**config.mk**
```make
export PLATFORM = sky130hd
export DESIGN_NAME = gbr_out_fifo
export DESIGN_NICKNAME = d
export VERILOG_FILES = /design/src/rtl/gbr_pkg.sv /design/src/rtl/gbr_out_fifo.sv
export SDC_FILE = /design/constraint.sdc
export NUM_CORES = 1
export LEC_CHECK = 0
export ABC_AREA = 0
export BUFFER_PORTS_ARGS = -buffer_cell sky130_fd_sc_hd__buf_2
export CORE_ASPECT_RATIO = 2
export CORE_UTILIZATION = 53
export DETAILED_ROUTE_END_ITERATION = 8
export PLACE_DENSITY = 0.75
export SLEW_MARGIN = 20
export SYNTH_ARGS = -nofsm -noshare
export SYNTH_HDL_FRONTEND = slang
export SYNTH_SLANG_ARGS = --single-unit
```
**constraint.sdc**
```tcl
create_clock -name clk_i -period 2.4 [get_ports clk_i]
set_input_delay 0.48 -clock clk_i [delete_from_list [all_inputs] [get_ports clk_i]]
set_output_delay 0.48 -clock clk_i [all_outputs]
set_load 0.01 [all_outputs]
```
**src/rtl/gbr_pkg.sv**
```systemverilog
// ----------------------------------------------------------------------------
// gbr_pkg: shared definitions of the 3x3 Gaussian blur block
// Constants, types and the filter tap weights used by the blur datapath,
// its output queue and its line-store memory.
// ----------------------------------------------------------------------------
package gbr_pkg;

  localparam int unsigned MaxLineLength   = 2048;
  localparam int unsigned LineLengthReset = 2048;
  localparam int unsigned LineCountReset  = 1;

  localparam int unsigned ChanW    = 8;
  localparam int unsigned Channels = 3;
  localparam int unsigned PixW     = ChanW * Channels;
  localparam int unsigned SumW     = ChanW + 4;
  localparam int unsigned LenCfgW  = 12;
  localparam int unsigned CountW   = 16;
  localparam int unsigned CfgDataW = 16;
  localparam int unsigned FifoDepth = 4;

  typedef enum logic [0:0] {
    CfgLineLength = 1'b0,
    CfgLineCount  = 1'b1
  } cfg_index_e;

  typedef struct packed {
    logic            last;
    logic [PixW-1:0] rgb;
  } result_t;

  typedef struct packed {
    logic left;
    logic right;
    logic top;
    logic bottom;
  } border_t;

  function automatic logic [2:0] tap_weight(input int col, input int row);
    logic [2:0] w;
    w = 3'd1;
    if (col == 1) w = w << 1;
    if (row == 1) w = w << 1;
    return w;
  endfunction

endpackage

```
**src/rtl/gbr_out_fifo.sv**
```systemverilog
// ----------------------------------------------------------------------------
// gbr_out_fifo: result queue of the blur block
// A small register queue that decouples the blur datapath from the output
// stream and reports its fill level for the input flow control.
// ----------------------------------------------------------------------------
module gbr_out_fifo #(
  parameter int unsigned DEPTH = gbr_pkg::FifoDepth
) (
  input  logic                       clk_i,
  input  logic                       rst_ni,
  input  logic                       push_i,
  input  gbr_pkg::result_t           push_data_i,
  output logic                       out_valid_o,
  input  logic                       out_ready_i,
  output gbr_pkg::result_t           out_data_o,
  output logic [$clog2(DEPTH+1)-1:0] count_o
);

  localparam int unsigned AW = $clog2(DEPTH);
  localparam int unsigned CW = $clog2(DEPTH + 1);

  gbr_pkg::result_t mem_q [DEPTH];
  logic [AW-1:0] wr_ptr_q, wr_ptr_d;
  logic [AW-1:0] rd_ptr_q, rd_ptr_d;
  logic [CW-1:0] count_q, count_d;
  logic          pop;

  assign out_valid_o = (count_q != '0);
  assign pop         = out_valid_o && out_ready_i;
  assign out_data_o  = mem_q[rd_ptr_q];
  assign count_o     = count_q;

  always_comb begin
    wr_ptr_d = wr_ptr_q;
    rd_ptr_d = rd_ptr_q;
    count_d  = count_q;
    if (push_i) begin
      wr_ptr_d = (wr_ptr_q == AW'(DEPTH - 1)) ? '0 : wr_ptr_q + AW'(1);
    end
    if (pop) begin
      rd_ptr_d = (rd_ptr_q == AW'(DEPTH - 1)) ? '0 : rd_ptr_q + AW'(1);
    end
    if (push_i && !pop) begin
      count_d = count_q + CW'(1);
    end else if (!push_i && pop) begin
      count_d = count_q - CW'(1);
    end
  end

  always_ff @(posedge clk_i or negedge rst_ni) begin
    if (!rst_ni) begin
      wr_ptr_q <= '0;
      rd_ptr_q <= '0;
      count_q  <= '0;
    end else begin
      wr_ptr_q <= wr_ptr_d;
      rd_ptr_q <= rd_ptr_d;
      count_q  <= count_d;
    end
  end

  always_ff @(posedge clk_i) begin
    if (push_i) begin
      mem_q[wr_ptr_q] <= push_data_i;
    end
  end

endmodule
```
==> results.cfg <==
[clock_network]
clock_path_buffers = 2
cts.sinks = 107
cts-buffers-inserted = 9
clk_pin_slew_worst_paths_ns = 0.06
clk_latency_ns = 0.33
tritoncts = yes
post_cts_buffers = 0
h-tree-depth = 3
clock-root-buffer = clkbuf_16

[worst_setup_path]
cp.depth = 3
r2r-start = count_o[0]
reg2reg_depth = 8
path_delay_family = flip-flops
critPathLaunch = rd_ptr_q[0]
cp_slowest_cell = dfrtp_2
crit_fanout = 10
cp.arrival_ns = 1.80
r2r-end = count_o[2]
endpoint_kind = output pin
worstSetupPathType = reg -> out
r2r_setup_slack_ns = 0.34
required_ns = 1.92
crit_end = out_data_o[15]
cpPeakStageDelay_ns = 0.56
worstSetupStartpointType = flop
crit_buf_inv = 2
worstPathCellList = buf_4, mux4_2, buf_2

[floorplan]
fp.dieH_um = 126.0
fp-row-count = 44
core_sq_mm = 0.007322
die_x_um = 63.98
start_util_pct = 55.60
pin_count = 58
dieArea_sq_mm = 0.008058

[placement]
hpwlAfterDp_mm = 3.783
pre_cts_slack_ns = 0.3244
gp_congestion = 0.6811
placed_cells = 317
port_buffers = 57

[route]
initialDrtViolationCount = 61
wl_mm = 6.062
first_pass_iters = 4
viasPerCell = 5.443
wl_per_cell_um = 18.15
drc_errors = 0
detail-route-antenna-nets = 0
vias = 1818

[global_route]
grt_max_degree = 26
antenna_found_initial = 0
grt_pass1_vias = 1840
track_usage_pct = 16.67
grt-ovfl-total = 0
grt_pass1_wl_mm = 9.356

[sta]
setup-tns-final_ns = 0
worst_pin_slew_ns = 0.3786
setup_violations = 0
skew_ns = 0.004458
rsz0062_at_grt = no
final_hold_viol_count = 0
slew_headroom_pct = 74.76
post-route-period-util_pct = 95.00
fmax_mhz = 438.6
finalMaxSlewViolations = 0
fin_ws_ns = 0.1201
fin_crit_ns = 2.280

[layout]
area_delta_synth_final_pct = 16.53
fin_nets = 273
fill_cells = 484
final_common_cell = edfxtp_1
num_antenna_cells = 0
drive_gt1_share_pct = 41.74
stdcell_count = 334
final_cell_mix = 100 x edfxtp_1, 57 x buf_2, 18 x mux4_2, 9 x clkbuf_16, 7 x mux4_1

[yosys]
ys_seq_area_share_pct = 78.06
synthSimpleGateAreaFrac_pct = 1.506
synth_top_family_by_area = multiplexers
yosys_warnings = 0
synthAdderAreaFrac_pct = 2.336
avgSynthCellArea_sq_um = 24.38
synth_cell_types = 19
synthMuxAreaShare_pct = 15.30
synthCells = 167
synth-xor-area-share_pct = 0.6454
syn_area_sq_mm = 0.004071
syn_nets = 203
ys_seq_elements = 107
synth_compound_area_share_pct = 0.2459

[run]
cap_violations = 0

[worst_hold_path]
hp-class = in -> reg

[power]
power_density_mw_per_mm2 = 1145
peakVddDrop_v = 0.0008852
power_leakage_nw = 1.699

[outcome]
status = complete, no violations
## kinds of logic after synthesis
kind of cell,after synthesis
buffers and inverters,9
AO/OA/AOI/OAI,2
flip-flops,107
adder cells (fa/ha/maj),7
multiplexers,28
XOR/XNOR,3
AND/OR/NAND/NOR,11
## sequential cells by signal (all words and copies together), names as in the netlist
name / count
count_o: 3
rd_ptr_q: 2
mem_q: 100
wr_ptr_q: 2
## per-layer routing
| layer | share of wire (%) | vias to the layer above | track usage, % | wire length (um) |
|---|---|---|---|---|
| met5 | 0 | - | 0 | 0 |
| met4 | 1.8 | 0 | 8.824 | 107 |
| met3 | 4.2 | 7 | 3.351 | 257 |
| met2 | 56 | 52 | 29.60 | 3394 |
| met1 | 38 | 927 | 18.30 | 2303 |
| li1 | - | 832 | - | - |
## worst reg2reg max path, cell delays in order (launching register included)
cell and delay (ns):
dfrtp_1 0.44, or3_4 0.41, nand2_2 0.10, ha_1 0.18
inv_1 0.06, fa_1 0.37, xor2_1 0.17, nor2_1 0.11
xor2_1 0.15
## repair_timing
item / CTS / global route
hold endpoints to repair: 7 / 0
endpoints found under the setup margin: 0 / 0
resized for setup: 0 / 0
hold buffers: 1 / 0
## area by class of cell
| cell class | count | area [sq um] | area share (%) |
|---|---|---|---|
| clock inverters | 5 | 30.03 | 0.6329 |
| clock buffers | 11 | 232.7 | 4.905 |
| flip-flops and latches | 107 | 3179 | 67.01 |
| inverters | 3 | 11.26 | 0.2373 |
| repair buffers | 65 | 360.3 | 7.595 |
| well taps | 92 | 115.1 | 2.426 |
| multi-input cells | 51 | 815.8 | 17.19 |
## power breakdown
group          switching, mW  internal (mW)  leakage [nW]  total [mW]
logic                  0.789          0.808         0.572        1.60
registers              0.148           2.41          1.00        2.56
clock network          0.579          0.698         0.127        1.28
total                   1.52           3.92          1.70        5.43
## worst min-delay path by stage
stage | from | end | slack, ns | cells after the start
floorplan | rst_ni | count_o[0] | 0.18 | 0
global placement | rst_ni | rd_ptr_q[1] | 0.32 | 1
detailed placement | rst_ni | rd_ptr_q[1] | 0.32 | 1
CTS | push_data_i[14] | mem_q[3][14] | 0.35 | 1
global route | push_data_i[14] | mem_q[3][14] | 0.35 | 1
finish | push_data_i[1] | mem_q[0][1] | 0.36 | 1
## cells in the mapped netlist, drive strengths merged
master / instances / area share, %
mux2: 3 / 0.83
and2: 4 / 0.61
dfrtp: 7 / 4.3
o21ai: 2 / 0.25
fa: 1 / 0.49
xor2: 2 / 0.43
inv: 3 / 0.28
ha: 6 / 1.8
or3: 1 / 0.28
mux4: 25 / 14
nor2: 3 / 0.28
edfxtp: 100 / 74
buf: 6 / 1.6
nand2: 3 / 0.34
xnor2: 1 / 0.22
## stage by stage
step	hold slack (ns)	util [%]	area [sq um]	power (mW)
2_1_floorplan	0.1844	-	4071	3.707
3_3_place_gp	0.3182	61.07	4472	4.205
3_5_place_dp	0.3236	61.07	4472	4.234
4_1_cts	0.3459	64.80	4745	5.510
5_1_grt	0.3536	64.80	4745	5.691
6_report	0.3586	64.80	4745	5.431
(Power assumes the default switching activity.)
